`src/sv/ecc_pkg.sv`:
```
`default_nettype none
// ----------------------------------------------------------------------------
// ecc_pkg
// Types, codes and reset constants shared by the elevator car controller.
// ----------------------------------------------------------------------------
package ecc_pkg;

  localparam int TABLE_DEPTH_DEF = 16;

  localparam logic [5:0]  TOP_FLOOR_RST = 6'd20;
  localparam logic [3:0]  DWELL_RST     = 4'd3;
  localparam logic [5:0]  FLOOR_MIN     = 6'd1;
  localparam logic [5:0]  TOP_FLOOR_MIN = 6'd2;
  localparam logic [11:0] WEIGHT_MAX    = 12'd4095;

  typedef enum logic {
    OP_TICK = 1'b0,
    OP_ADD  = 1'b1
  } op_t;

  typedef enum logic {
    REG_TOP_FLOOR   = 1'b0,
    REG_DWELL_TICKS = 1'b1
  } reg_idx_t;

  typedef enum logic [2:0] {
    MODE_STOP       = 3'd0,
    MODE_UP         = 3'd1,
    MODE_DOWN       = 3'd2,
    MODE_DWELL_UP   = 3'd3,
    MODE_DWELL_DOWN = 3'd4
  } motion_t;

  typedef enum logic [2:0] {
    S_IDLE,
    S_STOP_RD,
    S_STOP_CHK,
    S_WALK,
    S_PACK,
    S_FIN,
    S_OUT
  } seq_state_t;

  typedef struct packed {
    logic       opcode;
    logic [5:0] pickup_floor;
    logic [5:0] dest_floor;
    logic       wants_up;
    logic [7:0] rider_weight;
  } ecc_in_t;

  typedef struct packed {
    logic [2:0]  motion_state;
    logic [5:0]  floor;
    logic [11:0] load_weight;
    logic        add_rejected;
  } ecc_out_t;

  // One stored passenger request.
  typedef struct packed {
    logic [5:0] depart;
    logic [5:0] dest;
    logic       up;
    logic [7:0] weight;
    logic       boarded;
    logic       gone;
  } ecc_entry_t;

  typedef struct packed {
    logic [5:0] top_floor;
    logic [3:0] dwell_ticks;
  } ecc_cfg_t;

endpackage
`default_nettype wire

```
`src/sv/ecc_ram.sv`:
```
`default_nettype none
// ----------------------------------------------------------------------------
// ecc_ram
// Generic single-write, single-read RAM with a registered read port.
// ----------------------------------------------------------------------------
module ecc_ram #(
  parameter int WIDTH = 8,
  parameter int DEPTH = 16,
  parameter int AW    = (DEPTH > 1) ? $clog2(DEPTH) : 1
) (
  input  wire logic             clk,
  input  wire logic             we,
  input  wire logic [AW-1:0]    waddr,
  input  wire logic [WIDTH-1:0] wdata,
  input  wire logic [AW-1:0]    raddr,
  output logic      [WIDTH-1:0] rdata
);

  logic [WIDTH-1:0] mem [DEPTH];

  always_ff @(posedge clk) begin
    if (we) begin
      mem[waddr] <= wdata;
    end
    rdata <= mem[raddr];
  end

endmodule
`default_nettype wire

```
`src/sv/ecc_alu.sv`:
```
`default_nettype none
// ----------------------------------------------------------------------------
// ecc_alu
// Shared entry unit: floor match for drop and boarding, and the saturating
// add or subtract of the rider weight into the carried load.
// ----------------------------------------------------------------------------
module ecc_alu (
  input  wire ecc_pkg::ecc_entry_t entry,
  input  wire logic [5:0]          car_floor,
  input  wire logic [11:0]         load,
  output ecc_pkg::ecc_entry_t      entry_new,
  output logic [11:0]              load_new,
  output logic                     hit
);
  import ecc_pkg::*;

  logic        drop;
  logic        board;
  logic [12:0] sum;

  assign drop  = entry.boarded && (entry.dest == car_floor);
  assign board = !entry.boarded && (entry.depart == car_floor);
  assign hit   = drop || board;

  // One adder serves both directions; bit 12 is carry on add, borrow on subtract.
  assign sum = board ? ({1'b0, load} + {5'd0, entry.weight})
                     : ({1'b0, load} - {5'd0, entry.weight});

  always_comb begin
    entry_new = entry;
    load_new  = load;
    if (drop) begin
      entry_new.gone = 1'b1;
      load_new       = sum[12] ? 12'd0 : sum[11:0];
    end else if (board) begin
      entry_new.boarded = 1'b1;
      load_new          = sum[12] ? WEIGHT_MAX : sum[11:0];
    end
  end

endmodule
`default_nettype wire

```
`src/sv/ecc_ctrl.sv`:
```
`default_nettype none
// ----------------------------------------------------------------------------
// ecc_ctrl
// Sequencer for the car: handles add and tick items, walks the request
// table newest first through the shared entry unit, then compacts it.
// ----------------------------------------------------------------------------
module ecc_ctrl #(
  parameter int TABLE_DEPTH = ecc_pkg::TABLE_DEPTH_DEF
) (
  input  wire logic             clk,
  input  wire logic             rst,
  input  wire ecc_pkg::ecc_cfg_t cfg,
  input  wire logic             req_valid,
  output logic                  req_ready,
  input  wire ecc_pkg::ecc_in_t req_data,
  output logic                  res_valid,
  input  wire logic             res_ready,
  output ecc_pkg::ecc_out_t     res_data
);
  import ecc_pkg::*;

  localparam int AW = (TABLE_DEPTH > 1) ? $clog2(TABLE_DEPTH) : 1;
  localparam int CW = $clog2(TABLE_DEPTH + 1);
  localparam int EW = $bits(ecc_entry_t);
  localparam logic [CW-1:0] COUNT_FULL = CW'(TABLE_DEPTH);

  seq_state_t state, state_next;
  motion_t    mode, mode_next;
  logic [5:0]  car_floor, car_floor_next;
  logic [11:0] load, load_next;
  logic [3:0]  dwell_left, dwell_left_next;
  logic [CW-1:0] count, count_next;
  logic [CW-1:0] issue_left, issue_left_next;
  logic [CW-1:0] wr_ptr, wr_ptr_next;
  logic [AW-1:0] rd_addr, rd_addr_next;
  logic [AW-1:0] pend_addr, pend_addr_next;
  logic          rd_pend, rd_pend_next;
  logic          rejected, rejected_next;
  logic          hit, hit_next;

  logic          ram_we;
  logic [AW-1:0] ram_waddr;
  ecc_entry_t    ram_wdata;
  logic [AW-1:0] ram_raddr;
  logic [EW-1:0] ram_rdata;
  ecc_entry_t    rd_entry;

  ecc_entry_t    alu_entry;
  logic [11:0]   alu_load;
  logic          alu_hit;

  logic [CW-1:0] cnt_m1;
  logic          accept;
  logic          moving_up;
  logic [6:0]    step_floor;
  logic [5:0]    moved_floor;
  logic          pass_done;
  motion_t       fin_mode;

  assign accept   = req_valid && req_ready;
  assign cnt_m1   = count - CW'(1);
  assign rd_entry = ecc_entry_t'(ram_rdata);
  assign moving_up = (mode == MODE_UP);
  assign pass_done = (issue_left == '0) && !rd_pend;

  // Next floor for a moving tick, held between floor one and the top floor.
  always_comb begin
    if (moving_up) begin
      step_floor = {1'b0, car_floor} + 7'd1;
    end else if (car_floor > FLOOR_MIN) begin
      step_floor = {1'b0, car_floor} - 7'd1;
    end else begin
      step_floor = {1'b0, FLOOR_MIN};
    end
    if (step_floor > {1'b0, cfg.top_floor}) begin
      moved_floor = cfg.top_floor;
    end else begin
      moved_floor = step_floor[5:0];
    end
  end

  // Mode after a walk: a hit or an end floor turns the move into a dwell.
  always_comb begin
    if (hit) begin
      fin_mode = moving_up ? MODE_DWELL_UP : MODE_DWELL_DOWN;
    end else begin
      fin_mode = moving_up ? MODE_UP : MODE_DOWN;
    end
    if (moving_up && car_floor == cfg.top_floor) begin
      fin_mode = MODE_DWELL_DOWN;
    end
    if (!moving_up && car_floor == FLOOR_MIN) begin
      fin_mode = MODE_DWELL_UP;
    end
  end

  ecc_ram #(
    .WIDTH(EW),
    .DEPTH(TABLE_DEPTH),
    .AW   (AW)
  ) u_table (
    .clk  (clk),
    .we   (ram_we),
    .waddr(ram_waddr),
    .wdata(ram_wdata),
    .raddr(ram_raddr),
    .rdata(ram_rdata)
  );

  ecc_alu u_alu (
    .entry    (rd_entry),
    .car_floor(car_floor),
    .load     (load),
    .entry_new(alu_entry),
    .load_new (alu_load),
    .hit      (alu_hit)
  );

  always_comb begin
    state_next = state;
    unique case (state)
      S_IDLE: begin
        if (accept) begin
          if (req_data.opcode == OP_ADD) begin
            state_next = S_OUT;
          end else if (mode == MODE_STOP) begin
            state_next = (count != '0) ? S_STOP_RD : S_OUT;
          end else if (mode == MODE_UP || mode == MODE_DOWN) begin
            state_next = S_WALK;
          end else begin
            state_next = S_OUT;
          end
        end
      end
      S_STOP_RD:  state_next = S_STOP_CHK;
      S_STOP_CHK: state_next = S_OUT;
      S_WALK:     if (pass_done) state_next = S_PACK;
      S_PACK:     if (pass_done) state_next = S_FIN;
      S_FIN:      state_next = S_OUT;
      S_OUT:      if (res_ready) state_next = S_IDLE;
      default:    state_next = S_IDLE;
    endcase
  end

  always_comb begin
    mode_next       = mode;
    car_floor_next  = car_floor;
    load_next       = load;
    dwell_left_next = dwell_left;
    count_next      = count;
    issue_left_next = issue_left;
    wr_ptr_next     = wr_ptr;
    rd_addr_next    = rd_addr;
    pend_addr_next  = pend_addr;
    rd_pend_next    = rd_pend;
    rejected_next   = rejected;
    hit_next        = hit;
    ram_we          = 1'b0;
    ram_waddr       = count[AW-1:0];
    ram_wdata       = alu_entry;
    ram_raddr       = rd_addr;
    req_ready       = (state == S_IDLE);
    res_valid       = (state == S_OUT);

    unique case (state)
      S_IDLE: begin
        if (accept) begin
          rejected_next = 1'b0;
          if (req_data.opcode == OP_ADD) begin
            if (count == COUNT_FULL) begin
              rejected_next = 1'b1;
            end else begin
              ram_we    = 1'b1;
              ram_waddr = count[AW-1:0];
              ram_wdata = '{depart:  req_data.pickup_floor,
                            dest:    req_data.dest_floor,
                            up:      req_data.wants_up,
                            weight:  req_data.rider_weight,
                            boarded: 1'b0,
                            gone:    1'b0};
              count_next = count + CW'(1);
            end
          end else begin
            unique case (mode)
              MODE_STOP: ;
              MODE_UP, MODE_DOWN: begin
                car_floor_next  = moved_floor;
                hit_next        = 1'b0;
                issue_left_next = count;
                rd_addr_next    = cnt_m1[AW-1:0];
                rd_pend_next    = 1'b0;
              end
              MODE_DWELL_UP, MODE_DWELL_DOWN: begin
                if (dwell_left != 4'd0) begin
                  dwell_left_next = dwell_left - 4'd1;
                end else if (count == '0) begin
                  mode_next = MODE_STOP;
                end else begin
                  mode_next = (mode == MODE_DWELL_UP) ? MODE_UP : MODE_DOWN;
                end
              end
              default: mode_next = MODE_STOP;
            endcase
          end
        end
      end

      S_STOP_RD: begin
        // The newest request sits at the highest occupied address.
        ram_raddr = cnt_m1[AW-1:0];
      end

      S_STOP_CHK: begin
        if (rd_entry.depart < car_floor) begin
          mode_next = MODE_DOWN;
        end else if (rd_entry.depart > car_floor) begin
          mode_next = MODE_UP;
        end else begin
          mode_next       = rd_entry.up ? MODE_DWELL_UP : MODE_DWELL_DOWN;
          dwell_left_next = cfg.dwell_ticks;
        end
      end

      S_WALK: begin
        // Reads run newest to oldest; each entry is written back in place
        // in the cycle after its read.
        if (issue_left != '0) begin
          rd_addr_next    = rd_addr - AW'(1);
          issue_left_next = issue_left - CW'(1);
          rd_pend_next    = 1'b1;
          pend_addr_next  = rd_addr;
        end else begin
          rd_pend_next = 1'b0;
        end
        if (rd_pend) begin
          ram_we    = 1'b1;
          ram_waddr = pend_addr;
          ram_wdata = alu_entry;
          load_next = alu_load;
          if (alu_hit) begin
            hit_next = 1'b1;
          end
        end
        if (pass_done) begin
          issue_left_next = count;
          rd_addr_next    = '0;
          wr_ptr_next     = '0;
        end
      end

      S_PACK: begin
        // Oldest to newest: surviving entries slide down over dropped ones.
        if (issue_left != '0) begin
          rd_addr_next    = rd_addr + AW'(1);
          issue_left_next = issue_left - CW'(1);
          rd_pend_next    = 1'b1;
        end else begin
          rd_pend_next = 1'b0;
        end
        if (rd_pend && !rd_entry.gone) begin
          ram_we      = 1'b1;
          ram_waddr   = wr_ptr[AW-1:0];
          ram_wdata   = rd_entry;
          wr_ptr_next = wr_ptr + CW'(1);
        end
        if (pass_done) begin
          count_next = wr_ptr;
        end
      end

      S_FIN: begin
        mode_next = fin_mode;
        if (fin_mode != mode) begin
          dwell_left_next = cfg.dwell_ticks;
        end
      end

      S_OUT: ;

      default: ;
    endcase
  end

  assign res_data = '{motion_state: mode,
                      floor:        car_floor,
                      load_weight:  load,
                      add_rejected: rejected};

  always_ff @(posedge clk) begin
    if (rst) begin
      state      <= S_IDLE;
      mode       <= MODE_STOP;
      car_floor  <= FLOOR_MIN;
      load       <= '0;
      dwell_left <= '0;
      count      <= '0;
      issue_left <= '0;
      wr_ptr     <= '0;
      rd_pend    <= 1'b0;
      rejected   <= 1'b0;
      hit        <= 1'b0;
    end else begin
      state      <= state_next;
      mode       <= mode_next;
      car_floor  <= car_floor_next;
      load       <= load_next;
      dwell_left <= dwell_left_next;
      count      <= count_next;
      issue_left <= issue_left_next;
      wr_ptr     <= wr_ptr_next;
      rd_pend    <= rd_pend_next;
      rejected   <= rejected_next;
      hit        <= hit_next;
    end
  end

  always_ff @(posedge clk) begin
    rd_addr   <= rd_addr_next;
    pend_addr <= pend_addr_next;
  end

endmodule
`default_nettype wire

```
`src/sv/elevator_car_controller.sv`:
```
`default_nettype none
// ----------------------------------------------------------------------------
// elevator_car_controller
// Controller for one elevator car with a table of passenger requests.
// ----------------------------------------------------------------------------
//   req channel (valid/ready) carries one item, an add of a passenger request
//   or a time tick; each accepted item gives exactly one transfer on rsp with
//   the motion state, floor, carried load and the table-full flag of an add.
//   cfg channel (always ready) writes top_floor (index 0) and dwell_ticks
//   (index 1); write it only while the block is idle.
//   An add, a dwell tick or a stopped tick with no requests goes straight
//   to the result; a stopped car starting on a request first reads its
//   newest request to choose its next mode; a moving tick walks the table
//   RAM once to drop and board riders and once more to compact it.
//   req_ready is low from the accept until the result is loaded, so the
//   block takes no new item before it is through with the last one.
//   A result waits in the output register while rsp_ready is low; the next
//   item may be accepted meanwhile, but its result holds until that register
//   is free. Reset empties the table at once (fill count), stops the car at
//   floor 1 with no load, and restores the register defaults.
// ----------------------------------------------------------------------------
module elevator_car_controller #(
  parameter int TABLE_DEPTH = ecc_pkg::TABLE_DEPTH_DEF
) (
  input  wire logic             clk,
  input  wire logic             rst,
  input  wire logic             req_valid,
  output logic                  req_ready,
  input  wire ecc_pkg::ecc_in_t req_data,
  output logic                  rsp_valid,
  input  wire logic             rsp_ready,
  output ecc_pkg::ecc_out_t     rsp_data,
  input  wire logic             cfg_valid,
  output logic                  cfg_ready,
  input  wire logic             cfg_index,
  input  wire logic [5:0]       cfg_data
);
  import ecc_pkg::*;

  logic [5:0] top_floor;
  logic [3:0] dwell_ticks;
  ecc_cfg_t   cfg;
  logic       res_valid;
  logic       res_ready;
  ecc_out_t   res_data;

  assign cfg_ready = 1'b1;

  always_ff @(posedge clk) begin
    if (rst) begin
      top_floor   <= TOP_FLOOR_RST;
      dwell_ticks <= DWELL_RST;
    end else if (cfg_valid) begin
      unique case (reg_idx_t'(cfg_index))
        REG_TOP_FLOOR:   top_floor   <= cfg_data;
        REG_DWELL_TICKS: dwell_ticks <= cfg_data[3:0];
      endcase
    end
  end

  // A top floor below two behaves as two.
  assign cfg.top_floor   = (top_floor < TOP_FLOOR_MIN) ? TOP_FLOOR_MIN : top_floor;
  assign cfg.dwell_ticks = dwell_ticks;

  ecc_ctrl #(
    .TABLE_DEPTH(TABLE_DEPTH)
  ) u_ctrl (
    .clk      (clk),
    .rst      (rst),
    .cfg      (cfg),
    .req_valid(req_valid),
    .req_ready(req_ready),
    .req_data (req_data),
    .res_valid(res_valid),
    .res_ready(res_ready),
    .res_data (res_data)
  );

  assign res_ready = !rsp_valid || rsp_ready;

  always_ff @(posedge clk) begin
    if (rst) begin
      rsp_valid <= 1'b0;
    end else if (res_valid && res_ready) begin
      rsp_valid <= 1'b1;
    end else if (rsp_ready) begin
      rsp_valid <= 1'b0;
    end
  end

  always_ff @(posedge clk) begin
    if (res_valid && res_ready) begin
      rsp_data <= res_data;
    end
  end

endmodule
`default_nettype wire
```
`config.mk`:
```
export PLATFORM = sky130hd
export DESIGN_NAME = elevator_car_controller
export DESIGN_NICKNAME = d
export VERILOG_FILES = /design/src/sv/ecc_pkg.sv /design/src/sv/ecc_ram.sv /design/src/sv/ecc_alu.sv /design/src/sv/ecc_ctrl.sv /design/src/sv/elevator_car_controller.sv
export SDC_FILE = /design/constraint.sdc
export NUM_CORES = 1
export LEC_CHECK = 0
export ABC_AREA = 1
export BUFFER_PORTS_ARGS = -buffer_cell sky130_fd_sc_hd__buf_2
export CELL_PAD_IN_SITES_DETAIL_PLACEMENT = 1
export CELL_PAD_IN_SITES_GLOBAL_PLACEMENT = 2
export CORE_MARGIN = 1.5
export CORE_UTILIZATION = 38
export DETAILED_ROUTE_END_ITERATION = 12
export PLACE_DENSITY_LB_ADDON = 0.1
export REMOVE_ABC_BUFFERS = 1
export SLEW_MARGIN = 25
export SYNTH_ARGS = -nofsm -noshare
export SYNTH_HDL_FRONTEND = slang
export SYNTH_SLANG_ARGS = --single-unit
```
`constraint.sdc`:
```
create_clock -name clk -period 3.6 [get_ports clk]
set_input_delay 0.72 -clock clk [delete_from_list [all_inputs] [get_ports clk]]
set_output_delay 0.72 -clock clk [all_outputs]
set_load 0.01 [all_outputs]
```
==> flow_summary.ini <==
[run_status]
status = completed

[synth]
ys_ff_latch = 478
synth_area_sq_um = 20800
async_flop_share_pct = 0
synth.top_cell.area_share_pct = 57.45
synth.most_common_cell = edfxtp_1
ys_seq_area_share_pct = 65.14
yosys.cell_types.count = 56
synth.avg_cell_area_sq_um = 11.03
yosys.area.top_type = edfxtp_1
yosysWarnings = 0
ys.flop_type = edfxtp_1
ys_top_cells_by_area = edfxtp_1 (57%), dfxtp_1 (7.7%), nor2_1 (5.9%)
synthTopCellsByCount = edfxtp_1 (398), nor2_1 (325), o21ai_0 (218)
synth_edf_count = 398
syn-instance-count = 1886

[power_and_ir_drop]
net-switching-power_w = 0.008869
irDropWorstVdd_mv = 0.6239
p_per_area_nw_per_um2 = 913.1
finalPower_w = 0.02239
p_leak_nw = 8.828
seqPwrFrac_pct = 34.2
clkPwrFrac_pct = 26.7
p_sw_share_pct = 39.61
internal_power_w = 0.01352
combPwrFrac_pct = 39.1

[worst_hold_path]
hp-class = primary input to flop

[critical_path]
r2r_cells = 21
critPathLaunchType = flop
reg2reg_slack_ps = 280
regToRegEndpoint = u_ctrl.load[10]
path_delay_family = simple AND/OR/NAND/NOR gates
cp_data_arrival_time_ps = 3870
cp-startpoint = u_ctrl.car_floor[5]
cp.required_ps = 4150
critical-path-max-stage-delay_ps = 320
crit_end = u_ctrl.load[10]
crit_path_cell_trace = inv_1, ha_1, nand2_1, inv_2, nand3_2, nor3b_4, nand2_4, nand2_2, xor2_1, ha_1, a21oi_2, o21ai_1, a221oi_2, buf_4, nand3_2, nand2_2, nand2_4, buf_12, nand3_1, nand2_1, inv_1
crit_cells = 21
criticalPathCategory = flop to flop
worst-path-max-fanout = 9
critPathCaptureType = flop
cp_slowest_cell = dfxtp_1
r2r-start = u_ctrl.car_floor[5]
worst-path-buf-inv = 5

[placement]
gp_congestion = 0.8354
port_buffers = 57
hpwlAfterDp_microns = 36220
pre_cts_ws_ps = -43.36

[clock_tree]
clockRootBuffer = clkbuf_16
cts_tree = yes
clk_latency_ps = 620
clkSinkCount = 478
cts_hold_buf = 0
clock_path_buffers = 3
cts-buffers-inserted = 52
htreeDepth = 2
cts.clk_slew.worst_paths_ps = 60

[die]
dieWidth_microns = 237.0
die_y_microns = 237.0
rows = 85
initial_core_util_pct = 38.58
ioPinCount = 59
coreArea_sq_um = 53920
fp.dieArea_sq_um = 56160

[sta]
finalCriticalPeriod_ps = 3318
fin_crit_sh_pct = 92.16
finalSetupTns_ps = 0
slew_headroom_pct = 33.58
fin_ws_ps = 282.1
fin_skew_ps = 18.27
setup_viol = 0
maxSlewViolCount = 0
fmax_mhz = 301.4
worst_pin_slew_ps = 996.3
finalHoldViolCount = 0

[drt]
vias = 14797
postRouteAntennaNets = 0
vias_per_cell = 5.448
drc = 0
drt_pass1_iterations = 5
routedWlPerCell_microns = 23.05
drtIter0Drc = 1032
routed_wl_microns = 62610

[layout]
n_fill_cell = 5728
syn_to_final_growth_pct = 17.86
utilization_pct = 45.48
drive_gt1_share_pct = 14.46
fin_nets = 2048
diodes = 0

[grt]
grtUsageTotal_pct = 22.33
grt-ovfl-total = 0
antenna_found_initial = 2
grt_pass1_vias = 15057
grt_pass1_wl_microns = 93920
grt_max_degree = 185

[job]
maxCapViolations = 0
==> area by class of cell <==
class	instances	area [sq um]	share of cell area [%]
sequential	478	13550	55.27
multi-input combinational	1178	6551	26.72
clock buffer	70	1439	5.868
timing repair buffer	126	1091	4.449
tap	696	870.8	3.551
inverter	141	531.8	2.169
clock inverter	27	484.2	1.975
==> cell usage in the layout (no fill, tap or decap), types with 46 or more instances in the layout <==
cell type / instances
buf_2: 57
o21ai_0: 214
o221ai_1: 68
nand2_1: 190
edfxtp_1: 398
buf_4: 46
dfxtp_1: 80
inv_1: 122
nand3_1: 64
a21oi_1: 50
nor2_1: 308
clkbuf_16: 52
==> flip-flops by register name (all words and copies together) (netlist names), 3 cells and up <==
signal	flops
dwell_ticks	4
rsp_data	22
top_floor	6
u_ctrl.car_floor	6
u_ctrl.count	5
u_ctrl.dwell_left	4
u_ctrl.issue_left	5
u_ctrl.load	12
u_ctrl.mode	3
u_ctrl.pend_addr	4
u_ctrl.rd_addr	4
u_ctrl.state	3
u_ctrl.u_table.mem	368
u_ctrl.u_table.rdata	23
u_ctrl.wr_ptr	5
==> power by group through the flow <==
stage | combinational (W) | clock [W] | sequential (W)
detailed placement | 0.00868 | 0 | 0.00778
finish | 0.00876 | 0.00597 | 0.00765
global placement | 0.00850 | 0 | 0.00776
global route | 0.00976 | 0.00627 | 0.00771
CTS | 0.00872 | 0.00610 | 0.00766
floorplan | 0.00528 | 0 | 0.00766
==> per-stage QoR <==
step	std cells	instance area (sq um)	hold slack [ps]
2_1_floorplan	1796	20380	403.0
3_3_place_gp	2611	22430	413.4
3_5_place_dp	2611	22440	420.6
4_1_cts	2708	24360	311.7
5_1_grt	2716	24520	336.8
6_report	2716	24520	338.4
==> how the worst min path moves through the flow <==
stage	slack [ps]	start	cells past startpoint	end
CTS	310	cfg_data[0]	3	dwell_ticks[0]
floorplan	400	u_ctrl.rejected	0	rsp_data[0]
global route	340	cfg_data[0]	3	dwell_ticks[0]
global placement	410	u_ctrl.rejected	0	rsp_data[0]
finish	340	cfg_data[0]	3	dwell_ticks[0]
detailed placement	420	u_ctrl.rejected	0	rsp_data[0]
==> cell families after synthesis <==
kind of cell / share of synthesized area (%)
simple gates: 12.54
compound gates: 14.12
flops: 65.14
buf+inv: 4.571
fa+ha+maj: 2.261
xor+xnor: 1.347
other cells: 0.01802
==> per-layer routing <==
| metal | global-route usage [%] | part of all wire (%) | vias up | wire [microns] |
|---|---|---|---|---|
| met3 | 2.506 | 3.9 | 95 | 2417 |
| met4 | 6.605 | 2.5 | 0 | 1579 |
| li1 | - | - | 6958 | - |
| met2 | 37.25 | 48 | 295 | 30100 |
| met5 | 0 | 0 | - | 0 |
| met1 | 30.67 | 46 | 7449 | 28520 |
==> timing repair <==
item	CTS	global route
hold endpoints to repair	0	0
setup endpoints to repair	3	12
resized for setup	1	17
pin swaps	0	11
cloned	0	1
setup buffers	0	7
==> worst min-delay path: stages <==
cell	delay, ps
buf_2	90
nand2_1	50
nand3_1	50
Power figures use the tool's default switching activity.
